### config.mk
export PLATFORM = sky130hd
export DESIGN_NAME = circle_point_generator_unit
export DESIGN_NICKNAME = d
export VERILOG_FILES = /design/src/rtl/core/cpg_pkg.sv /design/src/rtl/core/cpg_front.sv /design/src/rtl/core/cpg_queue.sv /design/src/rtl/core/cpg_back.sv /design/src/rtl/core/circle_point_generator_unit.sv
export SDC_FILE = /design/constraint.sdc
export NUM_CORES = 1
export LEC_CHECK = 0
export ABC_CLOCK_PERIOD_IN_PS = 6050
export BUFFER_PORTS_ARGS = -buffer_cell sky130_fd_sc_hd__buf_2
export CORE_AREA = 4 4 159 223
export DETAILED_ROUTE_END_ITERATION = 7
export DIE_AREA = 0 0 163 227
export PLACE_DENSITY = 0.66
export SLEW_MARGIN = 20
export SYNTH_ARGS = -nofsm -noshare
export SYNTH_HDL_FRONTEND = slang
export SYNTH_HIERARCHICAL = 1
export SYNTH_SLANG_ARGS = --single-unit
### constraint.sdc
create_clock -name i_clk -period 6.05 [get_ports i_clk]
set_input_delay 0.9075 -clock i_clk [delete_from_list [all_inputs] [get_ports i_clk]]
set_output_delay 0.9075 -clock i_clk [all_outputs]
set_load 0.02 [all_outputs]
### src/rtl/core/cpg_pkg.sv
// constants, codes and types for the circle point generator
// no dependencies

`timescale 1ns / 1ps

package cpg_pkg;

    localparam int COORD_BITS_DEF = 12;
    localparam int CENTER_BITS    = 12;
    localparam int RADIUS_BITS    = 11;
    localparam int DEC_BITS       = 16;
    localparam int OUT_BITS       = 14;
    localparam int QUEUE_DEPTH    = 4;

    localparam logic [DEC_BITS-1:0] D_INIT      = DEC_BITS'(3);
    localparam logic [DEC_BITS-1:0] D_STEP_DIAG = DEC_BITS'(10);
    localparam logic [DEC_BITS-1:0] D_STEP_AXIS = DEC_BITS'(6);
    localparam int                  MUL4_SHIFT  = 2;

    localparam logic KIND_START   = 1'b0;
    localparam logic KIND_ADVANCE = 1'b1;

    // order of the eight symmetric points within one step
    typedef enum logic [2:0] {
        OCT_XP_YP,
        OCT_XM_YP,
        OCT_XP_YM,
        OCT_XM_YM,
        OCT_YP_XP,
        OCT_YM_XP,
        OCT_YP_XM,
        OCT_YM_XM
    } t_octant;

endpackage

### src/rtl/core/cpg_front.sv
// front end: accepts items, keeps the circle state, runs the decision step
// depends on cpg_pkg

`timescale 1ns / 1ps

module cpg_front import cpg_pkg::*; #(
    parameter int COORD_BITS = COORD_BITS_DEF,
    parameter int JOB_W      = 4 * COORD_BITS + 1
) (
    input  logic                   i_clk,
    input  logic                   i_rst_n,
    input  logic                   i_in_valid,
    output logic                   o_in_ready,
    input  logic                   i_kind,
    input  logic [CENTER_BITS-1:0] i_center_x,
    input  logic [CENTER_BITS-1:0] i_center_y,
    input  logic [RADIUS_BITS-1:0] i_radius,
    input  logic                   i_q_ready,
    output logic                   o_q_push,
    output logic [JOB_W-1:0]       o_q_data
);

    logic [COORD_BITS-1:0] r_cx, r_cy, r_x, r_y;
    logic [COORD_BITS-1:0] n_cx, n_cy, n_x, n_y;
    logic [DEC_BITS-1:0]   r_d, n_d;
    logic                  n_done;
    logic [COORD_BITS-1:0] rad;
    logic [COORD_BITS-1:0] y_dec;
    logic [DEC_BITS-1:0]   x_ext;
    logic [DEC_BITS-1:0]   y_ext;

    assign o_in_ready = i_q_ready;
    assign o_q_push   = i_in_valid & i_q_ready;
    assign rad        = COORD_BITS'(i_radius);
    assign y_dec      = r_y - COORD_BITS'(1);
    assign x_ext      = DEC_BITS'(signed'(r_x));
    assign y_ext      = DEC_BITS'(signed'(y_dec));

    always_comb begin
        n_cx   = r_cx;
        n_cy   = r_cy;
        n_x    = r_x;
        n_y    = r_y;
        n_d    = r_d;
        n_done = 1'b0;
        if (i_kind == KIND_START) begin
            n_cx = COORD_BITS'(i_center_x);
            n_cy = COORD_BITS'(i_center_y);
            n_x  = '0;
            n_y  = rad;
            n_d  = D_INIT - (DEC_BITS'(signed'(rad)) << 1);
        end else if ($signed(r_y) < $signed(r_x)) begin
            n_done = 1'b1;
        end else begin
            if ($signed(r_d) > 0) begin
                n_y = y_dec;
                n_d = r_d + ((x_ext - y_ext) << MUL4_SHIFT) + D_STEP_DIAG;
            end else begin
                n_d = r_d + (x_ext << MUL4_SHIFT) + D_STEP_AXIS;
            end
            n_x = r_x + COORD_BITS'(1);
        end
    end

    assign o_q_data = {n_done, n_cx, n_cy, n_x, n_y};

    always_ff @(posedge i_clk) begin
        if (!i_rst_n) begin
            r_cx <= '0;
            r_cy <= '0;
            r_x  <= '0;
            r_y  <= '0;
            r_d  <= '0;
        end else if (o_q_push) begin
            r_cx <= n_cx;
            r_cy <= n_cy;
            r_x  <= n_x;
            r_y  <= n_y;
            r_d  <= n_d;
        end
    end

endmodule

### src/rtl/core/cpg_queue.sv
// short job queue between front and back end
// depends on cpg_pkg

`timescale 1ns / 1ps

module cpg_queue import cpg_pkg::*; #(
    parameter int WIDTH = 4 * COORD_BITS_DEF + 1,
    parameter int DEPTH = QUEUE_DEPTH
) (
    input  logic             i_clk,
    input  logic             i_rst_n,
    input  logic             i_push,
    output logic             o_ready,
    input  logic [WIDTH-1:0] i_data,
    output logic             o_valid,
    input  logic             i_pop,
    output logic [WIDTH-1:0] o_data
);

    localparam int AW = $clog2(DEPTH);
    localparam int CW = $clog2(DEPTH + 1);

    logic [WIDTH-1:0] r_mem [DEPTH];
    logic [AW-1:0]    r_wr, r_rd;
    logic [CW-1:0]    r_cnt, n_cnt;
    logic             pop;

    assign o_ready = (r_cnt != CW'(DEPTH));
    assign o_valid = (r_cnt != '0);
    assign o_data  = r_mem[r_rd];
    assign pop     = i_pop & o_valid;

    always_comb begin
        n_cnt = r_cnt;
        if (i_push && !pop) begin
            n_cnt = r_cnt + CW'(1);
        end else if (pop && !i_push) begin
            n_cnt = r_cnt - CW'(1);
        end
    end

    always_ff @(posedge i_clk) begin
        if (!i_rst_n) begin
            r_wr  <= '0;
            r_rd  <= '0;
            r_cnt <= '0;
        end else begin
            r_cnt <= n_cnt;
            if (i_push) begin
                r_wr <= r_wr + AW'(1);
            end
            if (pop) begin
                r_rd <= r_rd + AW'(1);
            end
        end
    end

    always_ff @(posedge i_clk) begin
        if (i_push) begin
            r_mem[r_wr] <= i_data;
        end
    end

endmodule

### src/rtl/core/cpg_back.sv
// back end: walks the eight symmetric points of a job, or a single done beat, into the output register
// depends on cpg_pkg

`timescale 1ns / 1ps

module cpg_back import cpg_pkg::*; #(
    parameter int COORD_BITS = COORD_BITS_DEF,
    parameter int JOB_W      = 4 * COORD_BITS + 1
) (
    input  logic                       i_clk,
    input  logic                       i_rst_n,
    input  logic                       i_q_valid,
    input  logic [JOB_W-1:0]           i_q_data,
    output logic                       o_q_pop,
    output logic                       o_out_valid,
    input  logic                       i_out_ready,
    output logic signed [OUT_BITS-1:0] o_point_x,
    output logic signed [OUT_BITS-1:0] o_point_y,
    output logic                       o_last,
    output logic                       o_done_res
);

    logic                  job_done;
    logic [COORD_BITS-1:0] job_cx, job_cy, job_x, job_y;
    logic [OUT_BITS-1:0]   cx, cy, px, py;
    logic [OUT_BITS-1:0]   n_px, n_py;
    logic                  load, step, is_last;
    t_octant               r_idx;
    logic                  r_valid;
    logic [OUT_BITS-1:0]   r_px, r_py;
    logic                  r_last, r_done;

    assign {job_done, job_cx, job_cy, job_x, job_y} = i_q_data;

    assign cx = OUT_BITS'(job_cx);
    assign cy = OUT_BITS'(job_cy);
    assign px = OUT_BITS'(signed'(job_x));
    assign py = OUT_BITS'(signed'(job_y));

    always_comb begin
        case (r_idx)
            OCT_XP_YP: begin n_px = cx + px; n_py = cy + py; end
            OCT_XM_YP: begin n_px = cx - px; n_py = cy + py; end
            OCT_XP_YM: begin n_px = cx + px; n_py = cy - py; end
            OCT_XM_YM: begin n_px = cx - px; n_py = cy - py; end
            OCT_YP_XP: begin n_px = cx + py; n_py = cy + px; end
            OCT_YM_XP: begin n_px = cx - py; n_py = cy + px; end
            OCT_YP_XM: begin n_px = cx + py; n_py = cy - px; end
            OCT_YM_XM: begin n_px = cx - py; n_py = cy - px; end
            default:   begin n_px = '0;      n_py = '0;      end
        endcase
        if (job_done) begin
            n_px = '0;
            n_py = '0;
        end
    end

    assign load    = !r_valid || i_out_ready;
    assign step    = load && i_q_valid;
    assign is_last = job_done || (r_idx == OCT_YM_XM);
    assign o_q_pop = step && is_last;

    always_ff @(posedge i_clk) begin
        if (!i_rst_n) begin
            r_valid <= 1'b0;
            r_idx   <= OCT_XP_YP;
        end else begin
            if (load) begin
                r_valid <= i_q_valid;
            end
            if (step) begin
                r_idx <= is_last ? OCT_XP_YP : t_octant'(r_idx + 3'd1);
            end
        end
    end

    always_ff @(posedge i_clk) begin
        if (step) begin
            r_px   <= n_px;
            r_py   <= n_py;
            r_last <= is_last;
            r_done <= job_done;
        end
    end

    assign o_out_valid = r_valid;
    assign o_point_x   = signed'(r_px);
    assign o_point_y   = signed'(r_py);
    assign o_last      = r_last;
    assign o_done_res  = r_done;

endmodule

### src/rtl/core/circle_point_generator_unit.sv
// channel  | signals                                   | beat
// ---------+-------------------------------------------+----------------------------
// input    | i_in_valid/o_in_ready, kind, centre, rad  | one start or advance item
// output   | o_out_valid/i_out_ready, point, last, done | one pixel or done marker
//
// an item is taken and queued; the front can run ahead by up to four items
// each item yields eight beats, one a cycle while the output is ready, or one beat for done,
// all through the single output register
// the first beat of an item is registered in the queue and then in the output register
// synchronous active-low reset clears circle state, queue and output valid
// top level of the circle point generator; depends on cpg_pkg, cpg_front,
// cpg_queue and cpg_back

`timescale 1ns / 1ps

module circle_point_generator_unit import cpg_pkg::*; #(
    parameter int COORD_BITS = COORD_BITS_DEF
) (
    input  logic                       i_clk,
    input  logic                       i_rst_n,
    input  logic                       i_in_valid,
    output logic                       o_in_ready,
    input  logic                       i_kind,
    input  logic [CENTER_BITS-1:0]     i_center_x,
    input  logic [CENTER_BITS-1:0]     i_center_y,
    input  logic [RADIUS_BITS-1:0]     i_radius,
    output logic                       o_out_valid,
    input  logic                       i_out_ready,
    output logic signed [OUT_BITS-1:0] o_point_x,
    output logic signed [OUT_BITS-1:0] o_point_y,
    output logic                       o_last,
    output logic                       o_done_res
);

    localparam int JOB_W = 4 * COORD_BITS + 1;

    logic             q_ready, q_push, q_valid, q_pop;
    logic [JOB_W-1:0] q_wdata, q_rdata;

    cpg_front #(
        .COORD_BITS (COORD_BITS),
        .JOB_W      (JOB_W)
    ) u_front (
        .i_clk      (i_clk),
        .i_rst_n    (i_rst_n),
        .i_in_valid (i_in_valid),
        .o_in_ready (o_in_ready),
        .i_kind     (i_kind),
        .i_center_x (i_center_x),
        .i_center_y (i_center_y),
        .i_radius   (i_radius),
        .i_q_ready  (q_ready),
        .o_q_push   (q_push),
        .o_q_data   (q_wdata)
    );

    cpg_queue #(
        .WIDTH (JOB_W),
        .DEPTH (QUEUE_DEPTH)
    ) u_queue (
        .i_clk   (i_clk),
        .i_rst_n (i_rst_n),
        .i_push  (q_push),
        .o_ready (q_ready),
        .i_data  (q_wdata),
        .o_valid (q_valid),
        .i_pop   (q_pop),
        .o_data  (q_rdata)
    );

    cpg_back #(
        .COORD_BITS (COORD_BITS),
        .JOB_W      (JOB_W)
    ) u_back (
        .i_clk       (i_clk),
        .i_rst_n     (i_rst_n),
        .i_q_valid   (q_valid),
        .i_q_data    (q_rdata),
        .o_q_pop     (q_pop),
        .o_out_valid (o_out_valid),
        .i_out_ready (i_out_ready),
        .o_point_x   (o_point_x),
        .o_point_y   (o_point_y),
        .o_last      (o_last),
        .o_done_res  (o_done_res)
    );

endmodule

# Yosys cells after proc, flatten, opt, wreduce, memory -nomap -nowiden
# Memories as Yosys holds them, arrays and structs flattened. A register that Yosys moved wholly into a read port is not among the register bits.
# Index checks and enable logic that the tools add are counted.
op_classes:
  addsub: 21
  n_lt_le_gt_ge: 2
  n_eq_ne: 9
  mux: 21
  bitwise_logic: 2
  reduce_logical: 21
ops:
  columns: ["cell", "count"]
  rows:
  - ["14-bit one-hot mux with 4 select lines", 2]
  - ["12-bit 2-to-1 mux", 7]
  - ["13-bit by 12-bit adder with 14-bit output", 4]
  - ["13-bit by 12-bit subtractor with 14-bit output", 4]
  - ["16-bit 2-to-1 mux", 3]
  - ["16-bit adder", 2]
  - ["16-bit by 3-bit adder with 16-bit output (second input constant)", 1]
  - ["16-bit by 4-bit adder with 16-bit output (second input constant)", 1]
  - ["16-bit by 1-bit > comparator with 1-bit output (second input constant)", 1]
  - ["2-bit OR reduction", 8]
  - ["12-bit by 12-bit subtractor with 13-bit output", 1]
  - ["2-bit by 12-bit subtractor with 13-bit output (first input constant)", 1]
  - ["12-bit by 1-bit adder with 12-bit output (second input constant)", 1]
  - ["3-bit equality test (second input constant)", 4]
  - ["12-bit < comparator", 1]
  - ["12-bit by 1-bit subtractor with 12-bit output (second input constant)", 1]
  - ["3-bit 2-to-1 mux", 3]
  - ["3-bit by 1-bit adder with 3-bit output (second input constant)", 2]
  - ["3-bit by 2-bit equality test with 1-bit output (second input constant)", 2]
  - ["2-bit by 1-bit adder with 2-bit output (second input constant)", 2]
  - ["1-bit logical AND", 4]
  - ["1-bit 2-to-1 mux", 4]
  - ["2-bit 2-to-1 mux", 2]
  - ["3-bit by 1-bit equality test with 1-bit output (second input constant)", 1]
  - ["other kinds (10)", 14]
totals:
  regBits: 105
  ramBits: 196
  inputBits: 40
  mem_count: 1
memory_table:
  columns: ["name", "depth", "width", "rd", "rd_ports_with_merged_regs", "write_ports", "line", "text"]
  rows:
  - ["u_queue.r_mem", 4, 49, 1, 1, 1, "cpg_queue.sv:23", "logic [WIDTH-1:0] r_mem [DEPTH];"]

# Depth between registers and ports, before layout
# Gate-level depths: netlist (run 1).
depth:
  word_depth: 8
  ltp_mapped: 23

# By module
# The synthesis (run 1) kept the hierarchy.
by_module_without_submodules:
  columns: ["mod", "n_inst", "cells_each", "area_per_inst_um2", "seq_area_each_um2"]
  rows:
  - ["cpg_queue", 1, 300, 7547.2, 6065.8]
  - ["cpg_front", 1, 846, 6453.7, 1281.2]
  - ["cpg_back", 1, 438, 3552.2, 980.9]

# Worst setup path before layout (run 1)
# OpenSTA, ideal clock, no wires.
synth_path:
  kind: "register to register"
  from: "register u_front.r_y[3]"
  to: "register u_front.r_d[15]"
  setup_ns: 0.136
  arrival_ns: 5.097
  t_required_ns: 5.914
  path_slack_ns: 0.816
  stages_incl_launch_ff: 23
  path_buffers: 2
  synth_period_minus_slack_ns: 5.234
  path_cell_list: "dfxtp_1 -> buf_2 -> or4_4 -> or3_4 -> or3_4 -> or3_2 -> xor2_1 -> ha_1 -> clkbuf_1 -> nand3b_1 -> mux2i_1 -> nor3_1 -> nand4_1 -> ha_1 -> ha_1 -> and3_1 -> a21oi_1 -> o21ai_0 -> a311oi_1 -> nand3b_1 -> nor3_1 -> o31ai_1 -> a31oi_1"
synth_between:
  elab_chain_len: 7
  word_cells_on_any_way: 10
  classes_between: "add/sub (4); order compare (1); eq/ne (1); mux (3); reduce/logical (1)"
synth_lines:
  columns: ["item", "line", "text"]
  rows:
  - ["start: declaration", "cpg_front.sv:23", "logic [COORD_BITS-1:0] r_cx, r_cy, r_x, r_y;"]
  - ["start signal: assignment", "cpg_front.sv:78", "r_y <= n_y;"]
  - ["12-bit by 1-bit subtractor with 12-bit output", "cpg_front.sv:35", "assign y_dec = r_y - COORD_BITS'(1);"]
  - ["12-bit by 12-bit subtractor with 13-bit output", "cpg_front.sv:57", "n_d = r_d + ((x_ext - y_ext) << MUL4_SHIFT) + D_STEP_DIAG;"]
  - ["16-bit adder", "cpg_front.sv:57", null]
  - ["16-bit by 4-bit adder with 16-bit output", "cpg_front.sv:57", null]
  - ["16-bit 2-to-1 mux", "cpg_front.sv:55", "if ($signed(r_d) > 0) begin"]
  - ["16-bit 2-to-1 mux", "cpg_front.sv:52", "end else if ($signed(r_y) < $signed(r_x)) begin"]
  - ["16-bit 2-to-1 mux", "cpg_front.sv:46", "if (i_kind == KIND_START) begin"]
  - ["end signal: assignment", "cpg_front.sv:79", "r_d <= n_d;"]
  - ["end: declaration", "cpg_front.sv:25", "logic [DEC_BITS-1:0] r_d, n_d;"]
# Several ways; a longest one is shown, not always the timed one. The select of a mux whose other input is x is not followed.
# A chain may end at the register's enable or synchronous reset.

# Worst setup path after layout (run 1)
layout_path:
  from: "register u_front.r_y[0]"
  to: "register u_front.r_d[15]"
# Same word-level chain as after synthesis.

==> results.ini, run 1 <==
[run_status]
status = complete, no violations

[clocking]
post-cts-setup-buffer-count = 0
htree_num_levels = 1
root_buffer = clkbuf_16
cts_buffers = 30
clk_latency_ps = 590
cts.sinks = 303
tritoncts = built
postCtsResizedCells = 0
clockBufferDepth = 3
clkTransAtPathRegs_ps = 70
hold_buffers = 0

[yosys]
yosys.area_share.simple = 0.133
synth_top_family_by_area = compound AO/OA/AOI/OAI gates
synth.distinct_cells = 91
synth_area_leaders = edfxtp_1 39%, dfxtp_1 8.8%, ha_1 7.9%, mux4_2 6.0%, a21oi_1 2.9%
syn-num-nets = 1741
netlist_instances = 1584
syn_area_mm2 = 0.0176
synth_flop_cell = edfxtp_1
ys_ff_latch = 303
ys_warn_count = 6
synth_common_cells = 226 x edfxtp_1, 135 x nand2_1, 111 x ha_1, 110 x nor2_1, 103 x a21oi_1
yosys.area_share.adder = 0.0871
synth_xor_area_frac = 0.0413
ys_async_sr_fraction = 0
yosysTopAreaCell = edfxtp_1
synth-edff-count = 226
synthMuxAreaShare = 0.0828
ys_seq_area_frac = 0.474
syn_avg_cell_area_um2 = 11.1
synth_compound_area_frac = 0.147
synth.most_common_cell = edfxtp_1
synth_top_area_share = 0.387

[cells_and_area]
nets = 1795
n_antenna_cell = 0
drive_above_1_share = 0.160
area_growth_pct = 10.6
final_cells = 2107
fill_cells = 2827

[detailed_routing]
drt-initial-drc-count = 857
drt-wirelength-per-cell_um = 20.7
final_antenna_net_count = 0
vias_per_cell = 6.03
finalWirelength_mm = 43.7
num_vias = 12708
remaining_drc_errors = 0
first_pass_iters = 5

[critical_path]
path_common_cell = ha_1
ff2ff_path_depth = 21
crit_required_ps = 6510
cp_num_buf_inv = 1
critPathKind = reg -> reg
cp_slowest_cell = fa_1
crit_cells = 21
setup.worst_path.end_class = flip-flop
cp_cell_sequence = inv_1 > ha_1 > fa_1 > a211oi_1 > o21bai_1 > a22oi_1 > nand2_1 > a221oi_1 > a31oi_1 > maj3_1 > xor2_1 > ha_1 > ha_1 > and3_1 > a21oi_1 > o21ai_0 > a311oi_2 > nand3b_1 > nor3_1 > o31ai_1 > a31oi_1
crit_fanout = 6
slowest_delay_ps = 460
cp.arrival_ps = 6090
cp-start-kind = flip-flop
crit_family = compound AO/OA/AOI/OAI gates

[floorplanning]
top_level_ports = 72
die_x_um = 163
coreArea_mm2 = 0.0332
die_area_mm2 = 0.0370
row_count = 79
start_util = 0.529
fp.dieH_um = 227

[sta]
rsz0062_at_grt = no
slew_viol_final = 0
finalSetupViolCount = 0
max_freq_ghz = 0.178
setup_ws_ps = 420
timing.slew.headroom = 0.295
finalHoldViolCount = 0
final_min_period_over_clock_period = 0.931
tns_ps = 0
period_needed_ps = 5630
hold_ws_ps = 454
finalClockSkew_ps = 30.1
worst_pin_slew_ps = 1060

[global_routing]
grt_max_degree = 61
grt_usage = 0.240
antenna_found_initial = 0
grt_pass1_wl_mm = 69.6
first_global_vias = 12652
grt.overflow.total = 0

[placement]
port_buffers = 71
dpl.cell_count = 2051
dpl.hpwl_mm = 31.7
place.gp.congestion = 0.933
dp_slack_ps = 352

[power]
internal_power_uw = 5960
power.density_mw_per_mm2 = 514
vdd_drop_max_mv = 0.303
power_leakage_uw = 0.00727
power_frac_comb = 0.506
power_uw = 9990
pwr-share-clk = 0.198
seq_power_share = 0.296
p_sw_uw = 4020
swShare = 0.403

[min_path]
whs_path_depth = 2
hold_class = reg -> reg

[job]
drv_cap = 0

## layer usage
layer | track usage | wire (µm) | up-vias
li1 | - | - | 6140
met1 | 0.289 | 17400 | 6167
met2 | 0.431 | 22600 | 319
met3 | 0.0266 | 1750 | 82
met4 | 0.112 | 2020 | 0
met5 | 0 | 0 | -
## cell families (layout without fill, tap and decap cells)
logic type	Yosys count	count (layout)
muxes	80	80
adders and majority gates	119	119
and+or+nand+nor	475	475
buffers and inverters	142	220
AOI/OAI and AO/OA	383	383
xor gates and xnor gates	82	82
DFF	303	303
## cell usage in the layout, fill, tap and decap left out, types with 34 or more instances in the layout
master,count
mux4_2,47
nor3_1,58
dfxtp_1,75
nand2_1,134
xor2_1,34
ha_1,111
a21oi_1,103
o21ai_0,64
buf_2,70
nor2_1,109
inv_1,56
nand3_1,35
xnor2_1,47
edfxtp_1,226
## worst paths after layout
path	slack (ps)	start	endpoint
setup / recovery	420	u_front/r_y[0]	u_front/r_d[15]
hold / removal	450	u_front/r_cy[10]	u_front/r_cy[10]
setup reg to reg	420	u_front/r_y[0]	u_front/r_d[15]
hold reg to reg	450	u_front/r_cy[10]	u_front/r_cy[10]
## per-stage QoR
step | instance area [µm²] | utilization
2_1_floorplan | 17600 | -
3_3_place_gp | 18300 | 0.552
3_5_place_dp | 18400 | 0.553
4_1_cts | 19400 | 0.584
5_1_grt | 19400 | 0.585
6_report | 19400 | 0.585
## tightest hold or removal path: stages (launching register included)
cell and delay (ps):
dfxtp_1 310, nand2_1 50, a21oi_1 50
## cell type report
type / count / area (µm²) / share of cell area
multi-input combinational: 1139 / 8650 / 0.445
sequential: 303 / 8330 / 0.429
clock buffer: 33 / 772 / 0.0398
tap: 445 / 557 / 0.0287
inverter: 62 / 233 / 0.0120
timing repair buffer: 102 / 591 / 0.0304
clock inverter: 23 / 288 / 0.0148
## flip-flops by register name, indices dropped and copies added (netlist names), named ones only
| register | cells |
|---|---|
| u_front/r_d | 16 |
| u_front/r_y | 12 |
| u_queue/r_cnt | 3 |
| u_back/r_idx | 3 |
| u_back/o_out_valid | 1 |
| u_front/r_x | 12 |
| u_back/o_point_y | 14 |
| u_queue/r_wr | 2 |
| u_back/o_point_x | 14 |
| u_front/r_cy | 12 |
| u_queue/r_mem | 196 |
| u_back/o_last | 1 |
| u_queue/r_rd | 2 |
| u_front/r_cx | 12 |
| u_back/o_done_res | 1 |
## power by group through the flow
stage / clock (µW) / combinational (µW) / sequential [µW]
finish: 1970 / 5050 / 2960
global route: 2130 / 5630 / 3000
CTS: 2020 / 5040 / 2960
detailed placement: 0 / 5010 / 3010
global placement: 0 / 4940 / 2990
floorplan: 0 / 3680 / 3080
No activity file was read; power rests on OpenSTA's default activity.
==> inputs of run 2 (changes only) <==
--- a/config.mk
+++ b/config.mk
@@ -5,12 +5,13 @@
 export SDC_FILE = /design/constraint.sdc
 export NUM_CORES = 1
 export LEC_CHECK = 0
-export ABC_CLOCK_PERIOD_IN_PS = 6050
-export BUFFER_PORTS_ARGS = -buffer_cell sky130_fd_sc_hd__buf_2
-export CORE_AREA = 4 4 159 223
+export ABC_AREA = 1
+export ABC_CLOCK_PERIOD_IN_PS = 5000
+export CORE_AREA = 4 4 159 222
 export DETAILED_ROUTE_END_ITERATION = 7
-export DIE_AREA = 0 0 163 227
-export PLACE_DENSITY = 0.66
+export DIE_AREA = 0 0 163 226
+export DONT_BUFFER_PORTS = 1
+export PLACE_DENSITY = 0.67
 export SLEW_MARGIN = 20
 export SYNTH_ARGS = -nofsm -noshare
 export SYNTH_HDL_FRONTEND = slang
==> constraint.sdc (replaced) <==
create_clock -name i_clk -period 5 [get_ports i_clk]
set_input_delay 0.75 -clock i_clk [delete_from_list [all_inputs] [get_ports i_clk]]
set_output_delay 0.75 -clock i_clk [all_outputs]
set_load 0.02 [all_outputs]
==> results.ini, run 2 <==
[floorplanning]
coreArea_mm2 = 0.0332  ; unchanged
top_level_ports = 72  ; unchanged
start_util = 0.524  ; -0.00494
die_x_um = 163  ; unchanged
fp.dieH_um = 226  ; -0.44%
row_count = 79  ; unchanged
die_area_mm2 = 0.0368  ; -0.44%

[sta]
max_freq_ghz = 0.231  ; +30%
slew_viol_final = 0  ; unchanged
period_needed_ps = 4330  ; -1300 ps
final_min_period_over_clock_period = 0.866  ; -0.0649
finalSetupViolCount = 0  ; unchanged
finalClockSkew_ps = 19.0  ; -11.1 ps
finalHoldViolCount = 0  ; unchanged
hold_ws_ps = 316  ; -137 ps
timing.slew.headroom = 0.321  ; +0.0258
worst_pin_slew_ps = 1010  ; -44.9 ps
tns_ps = 0  ; unchanged
rsz0062_at_grt = no

[placement]
port_buffers = 0  ; -100%
dpl.hpwl_mm = 32.4  ; +2.2%
place.gp.congestion = 0.936  ; +0.35%
place_area_mm2 = 0.0177  ; -3.4%

[clocking]
cts.sinks = 303  ; unchanged
clk_latency_ps = 570  ; -20 ps
htree_num_levels = 1  ; unchanged
tritoncts = built
hold_buffers = 0  ; unchanged
clockBufferDepth = 3  ; unchanged
post-cts-setup-buffer-count = 0  ; unchanged
postCtsResizedCells = 0  ; unchanged
clkTransAtPathRegs_ps = 70  ; about the same
root_buffer = clkbuf_16
cts_buffers = 29  ; -3.3%

[critical_path]
slowest_delay_ps = 380  ; -80 ps
path_common_cell = a21oi_1
r2r_end = u_front/r_d[14]
reg2reg_from = u_front/r_y[0]
setup.worst_path.end_class = flip-flop
ff2ff_path_depth = 25  ; +19%
cp_num_buf_inv = 1  ; unchanged
crit_path_end = u_front/r_d[14]
crit_path_start = u_front/r_y[0]
crit_cells = 25  ; +19%
crit_required_ps = 5500  ; -1010 ps
rrSetupSlack_ps = 670  ; +250 ps
cp_slowest_cell = dfxtp_1
cp-start-kind = flip-flop
crit_fanout = 8  ; +2
cp.arrival_ps = 4830  ; -1260 ps
crit_family = compound AO/OA/AOI/OAI gates
critPathKind = reg -> reg

[yosys]
synth_flop_cell = edfxtp_1
synth.distinct_cells = 54  ; -41%
synth_common_cells = 392 x nand2_1, 226 x edfxtp_1, 211 x inv_1, 206 x nor2_1, 198 x o21ai_0
ys_warn_count = 6  ; unchanged
yosysTopAreaCell = edfxtp_1
ys_seq_area_frac = 0.479  ; +0.00447
syn_avg_cell_area_um2 = 8.66  ; -22%
syn-num-nets = 2166  ; +24%
synth.most_common_cell = nand2_1
netlist_instances = 2009  ; +27%
ys_async_sr_fraction = 0  ; unchanged
syn_area_mm2 = 0.0174  ; -0.93%
synth_area_leaders = edfxtp_1 39%, dfxtp_1 8.9%, nand2_1 8.5%, ha_1 8.0%, o21ai_0 5.7%
synth-edff-count = 226  ; unchanged
ys_ff_latch = 303  ; unchanged
synth_top_area_share = 0.390  ; +0.00364

[cells_and_area]
final_cell_mix = 391 x nand2_1, 226 x edfxtp_1, 206 x inv_1, 206 x nor2_1, 198 x o21ai_0
fill_cells = 3015  ; +6.7%
fin_area_mm2 = 0.0187  ; -3.5%
n_antenna_cell = 0  ; unchanged
layout_commonest_cell = nand2_1
largest_reg_flops = 196  ; unchanged
area_growth_pct = 7.79
drive_above_1_share = 0.0622  ; -0.0979
nets = 2146  ; +20%
largestRegisters = u_queue/r_mem: 196 flops, u_front/r_d: 16 flops
largest_register = u_queue/r_mem

[detailed_routing]
final_antenna_net_count = 0  ; unchanged
wl_met2_mm = 22.8  ; +1.2%
first_pass_iters = 5  ; unchanged
remaining_drc_errors = 0  ; unchanged
drt-met1-wl_mm = 18.2  ; +4.6%
wl_met3_mm = 1.88  ; +7.9%
vias_per_cell = 5.67  ; -6.0%
finalWirelength_mm = 44.7  ; +2.3%
drt-wirelength-per-cell_um = 18.2  ; -12%
num_vias = 13918  ; +9.5%
top_layer = met4
drt-initial-drc-count = 1024  ; +19%

[global_routing]
grt_max_degree = 99  ; +62%
grt_pass1_wl_mm = 70.5  ; +1.3%
first_global_vias = 13489  ; +6.6%
grt_usage = 0.241  ; +0.00106
grt.overflow.total = 0  ; unchanged
antenna_found_initial = 0  ; unchanged

[power]
internal_power_uw = 7480  ; +25%
seq_power_share = 0.273  ; -0.023
power_frac_comb = 0.562  ; +0.056
swShare = 0.476  ; +0.0736
p_sw_uw = 6800  ; +69%
power_leakage_uw = 0.00781  ; +7.5%
vdd_drop_max_mv = 0.385  ; +27%
power.density_mw_per_mm2 = 762  ; +48%
pwr-share-clk = 0.164  ; -0.034

[job]
drv_cap = 0  ; unchanged

[min_path]
hold_class = in -> reg

[run_status]
status = complete, no violations

==> run 2: cell types whose count changed after synthesis, sizes merged, moves of 49 or more <==
cell | previous run | this run
nand2 | 135 | 404
nor2 | 110 | 215
o22ai | 3 | 64
mux4 | 49 | 0
inv | 59 | 220
o21ai | 71 | 224
==> run 2: per-layer routing <==
layer / up-vias / track usage
li1: 6874 / -
met1: 6585 / 0.290
met2: 362 / 0.439
met3: 97 / 0.0219
met4: 0 / 0.103
met5: - / 0
==> run 2: worst min-delay path by stage <==
stage | from | to | depth (start not counted)
5_1_grt | i_rst_n | u_back/r_idx[2] | 2
6_report | i_rst_n | u_queue/r_cnt[2] | 2
2_1_floorplan | u_front/r_d[0] | u_front/r_d[0] | 2
4_1_cts | i_rst_n | u_queue/r_cnt[2] | 2
3_5_place_dp | u_front/r_cy[4] | u_front/r_cy[4] | 2
3_3_place_gp | u_front/r_cx[1] | u_front/r_cx[1] | 2
==> run 2: stage by stage <==
stage	std cells	worst slack (ps)	total power, µW	utilization
final	2456	672	14300	0.564
after global routing	2456	76.2	15600	0.564
after CTS	2456	653	14300	0.564
after detailed placement	2403	685	11900	0.533
after global placement	2403	764	11700	0.533
after floorplan	2009	1180	9940	-
==> run 2: cell families after synthesis <==
logic type / after synthesis / synth area share
fa+ha+maj: 117 / 0.0868
simple gates: 743 / 0.178
compound gates: 513 / 0.164
xor+xnor: 41 / 0.0207
buf+inv: 292 / 0.0710
flops: 303 / 0.479
==> run 2: layout make-up <==
cell class                 instances  area, µm²  share of cell area
clock buffer                      31        753              0.0402
clock inverter                    22        272              0.0145
inverter                         220        833              0.0445
multi-input combinational       1414       7830               0.418
sequential                       303       8330               0.444
tap                              445        557              0.0297
timing repair buffer              21        170             0.00908
==> run 2: power groups by stage <==
stage | clock [µW] | sequential (µW) | combinational [µW]
floorplan | 0 | 3870 | 6070
global placement | 0 | 3950 | 7770
detailed placement | 0 | 3960 | 7930
CTS | 2390 | 3910 | 7970
global route | 2500 | 3960 | 9110
finish | 2350 | 3900 | 8030
==> inputs of run 3 (changes only) <==
--- a/config.mk
+++ b/config.mk
@@ -5,11 +5,10 @@
 export SDC_FILE = /design/constraint.sdc
 export NUM_CORES = 1
 export LEC_CHECK = 0
-export ABC_AREA = 1
 export ABC_CLOCK_PERIOD_IN_PS = 5000
-export CORE_AREA = 4 4 159 222
+export CORE_AREA = 4 4 159 223
 export DETAILED_ROUTE_END_ITERATION = 7
-export DIE_AREA = 0 0 163 226
+export DIE_AREA = 0 0 163 227
 export DONT_BUFFER_PORTS = 1
 export PLACE_DENSITY = 0.67
 export SLEW_MARGIN = 20
==> results.ini, run 3 (same netlist as run 1, synthesis figures left out) <==
[critical_path]
cp_slowest_cell = or4_4
r2r_end = u_front/r_d[15]
reg2reg_from = u_front/r_y[3]
cp.arrival_ps = 5310  ; +480 ps
setup.worst_path.end_class = flip-flop
crit_required_ps = 5450  ; -50 ps
critPathKind = reg -> reg
crit_cells = 18  ; -28%
cp_cell_sequence = or4_4 > or3_4 > or3_4 > or3_4 > xor2_1 > ha_1 > or4b_1 > nand4_1 > ha_4 > ha_4 > and3_1 > a21oi_2 > o211a_1 > a311oi_2 > nand3b_1 > nor3_1 > o31ai_1 > a31oi_1
crit_fanout = 6  ; -2
crit_family = simple AND/OR/NAND/NOR gates
cp_num_buf_inv = 0  ; -1
slowest_delay_ps = 560  ; +180 ps
rrSetupSlack_ps = 140  ; -530 ps
path_common_cell = or3_4
cp-start-kind = flip-flop
ff2ff_path_depth = 18  ; -28%

[floorplanning]
row_count = 79  ; unchanged
fp.dieH_um = 227  ; +0.44%
top_level_ports = 72  ; unchanged
die_x_um = 163  ; unchanged
start_util = 0.529  ; +0.00494
die_area_mm2 = 0.0370  ; +0.44%
coreArea_mm2 = 0.0332  ; unchanged

[detailed_routing]
remaining_drc_errors = 0  ; unchanged
vias_per_cell = 6.14  ; +8.3%
drt-initial-drc-count = 905  ; -12%
finalWirelength_mm = 45.0  ; +0.55%
num_vias = 12885  ; -7.4%
final_antenna_net_count = 0  ; unchanged
first_pass_iters = 7  ; +2
drt-wirelength-per-cell_um = 21.4  ; +18%

[sta]
tns_ps = 0  ; unchanged
max_freq_ghz = 0.206  ; -11%
setup_ws_ps = 141  ; -531 ps
slew_viol_final = 0  ; unchanged
final_min_period_over_clock_period = 0.972  ; +0.106
finalClockSkew_ps = 24.8  ; +5.82 ps
period_needed_ps = 4860  ; +531 ps
finalSetupViolCount = 0  ; unchanged
timing.slew.headroom = 0.248  ; -0.0726
worst_pin_slew_ps = 1130  ; +115 ps
rsz0062_at_grt = yes
finalHoldViolCount = 0  ; unchanged

[clocking]
clockBufferDepth = 3  ; unchanged
hold_buffers = 0  ; unchanged
root_buffer = clkbuf_16
clkTransAtPathRegs_ps = 70  ; about the same
htree_num_levels = 1  ; unchanged
cts_buffers = 30  ; +3.4%
clk_latency_ps = 580  ; about the same
tritoncts = built
cts.sinks = 303  ; unchanged

[cells_and_area]
n_antenna_cell = 0  ; unchanged
nets = 1788  ; -17%
drive_above_1_share = 0.169  ; +0.107
largestRegisters = u_queue/r_mem: 196 flops, u_front/r_d: 16 flops
largest_reg_flops = 196  ; unchanged
area_growth_pct = 12.6
final_cell_mix = 226 x edfxtp_1, 134 x nand2_1, 109 x nor2_1
layout_commonest_cell = edfxtp_1
largest_register = u_queue/r_mem

[placement]
dpl.hpwl_mm = 32.7  ; +1.0%
port_buffers = 0  ; unchanged
dp_slack_ps = -128  ; -814 ps
place.gp.congestion = 0.916  ; -2.2%

[power]
vdd_drop_max_mv = 0.299  ; -22%
power_leakage_uw = 0.00733  ; -6.1%
power.density_mw_per_mm2 = 633  ; -17%

[job]
drv_cap = 0  ; unchanged

[global_routing]
antenna_found_initial = 0  ; unchanged
grt.overflow.total = 0  ; unchanged
grt_max_degree = 93  ; -6.1%
first_global_vias = 12924  ; -4.2%
grt_usage = 0.244  ; +0.00285
grt_pass1_wl_mm = 71.1  ; +0.83%

[min_path]
whs_path_depth = 2  ; unchanged
holdPathEnd = u_front/r_cx[6]
min_from = i_center_x[6]
hold_class = in -> reg

[run_status]
status = complete, no violations

==> run 3: area by class of cell <==
| type | instances | area [µm²] |
|---|---|---|
| clock inverter | 23 | 318 |
| timing repair buffer | 95 | 749 |
| sequential | 303 | 8330 |
| multi-input combinational | 1139 | 8820 |
| tap | 445 | 557 |
| fill | 2763 | 13400 |
| clock buffer | 33 | 762 |
| inverter | 62 | 233 |
==> run 3: what timing repair did <==
| item | in CTS | in global routing |
|---|---|---|
| pin swaps | 6 | 13 |
| buffers inserted | 1 | 2 |
| setup endpoints to repair | 2 | 4 |
| gates resized for setup | 11 | 22 |
==> run 3: per-layer routing <==
layer / vias to the layer above / share of wire / global-route usage
li1: 6129 / - / -
met1: 6309 / 0.39 / 0.289
met2: 342 / 0.52 / 0.451
met3: 105 / 0.036 / 0.0221
met4: 0 / 0.048 / 0.105
met5: - / 0 / 0
==> run 3: through the flow <==
stage | hold WS (ps) | total power (µW) | cells | area [µm²] | utilization
2_1_floorplan | 433 | 8200 | 1584 | 17600 | -
4_1_cts | 272 | 12400 | 2098 | 19600 | 0.591
5_1_grt | 273 | 13400 | 2100 | 19800 | 0.595
6_report | 301 | 12500 | 2100 | 19800 | 0.595
3_3_place_gp | 438 | 9790 | 2041 | 18500 | 0.557
3_5_place_dp | 447 | 9910 | 2041 | 18500 | 0.557
==> run 3: report_power, final <==
| part | switching, µW | internal [µW] |
|---|---|---|
| Combinational | 3580 | 2720 |
| Sequential | 398 | 3360 |
| Clock | 1010 | 1430 |
==> run 3: worst max-delay path by stage <==
stage | startpoint | slack, ps | endpoint
3_5_place_dp | u_front/r_y[0] | -130 | u_front/r_d[15]
2_1_floorplan | u_front/r_y[0] | 20 | u_front/r_d[15]
4_1_cts | u_front/r_y[0] | 2 | u_front/r_d[15]
3_3_place_gp | u_front/r_y[0] | -80 | u_front/r_d[15]
5_1_grt | u_front/r_y[3] | -100 | u_front/r_d[15]
6_report | u_front/r_y[3] | 140 | u_front/r_d[15]
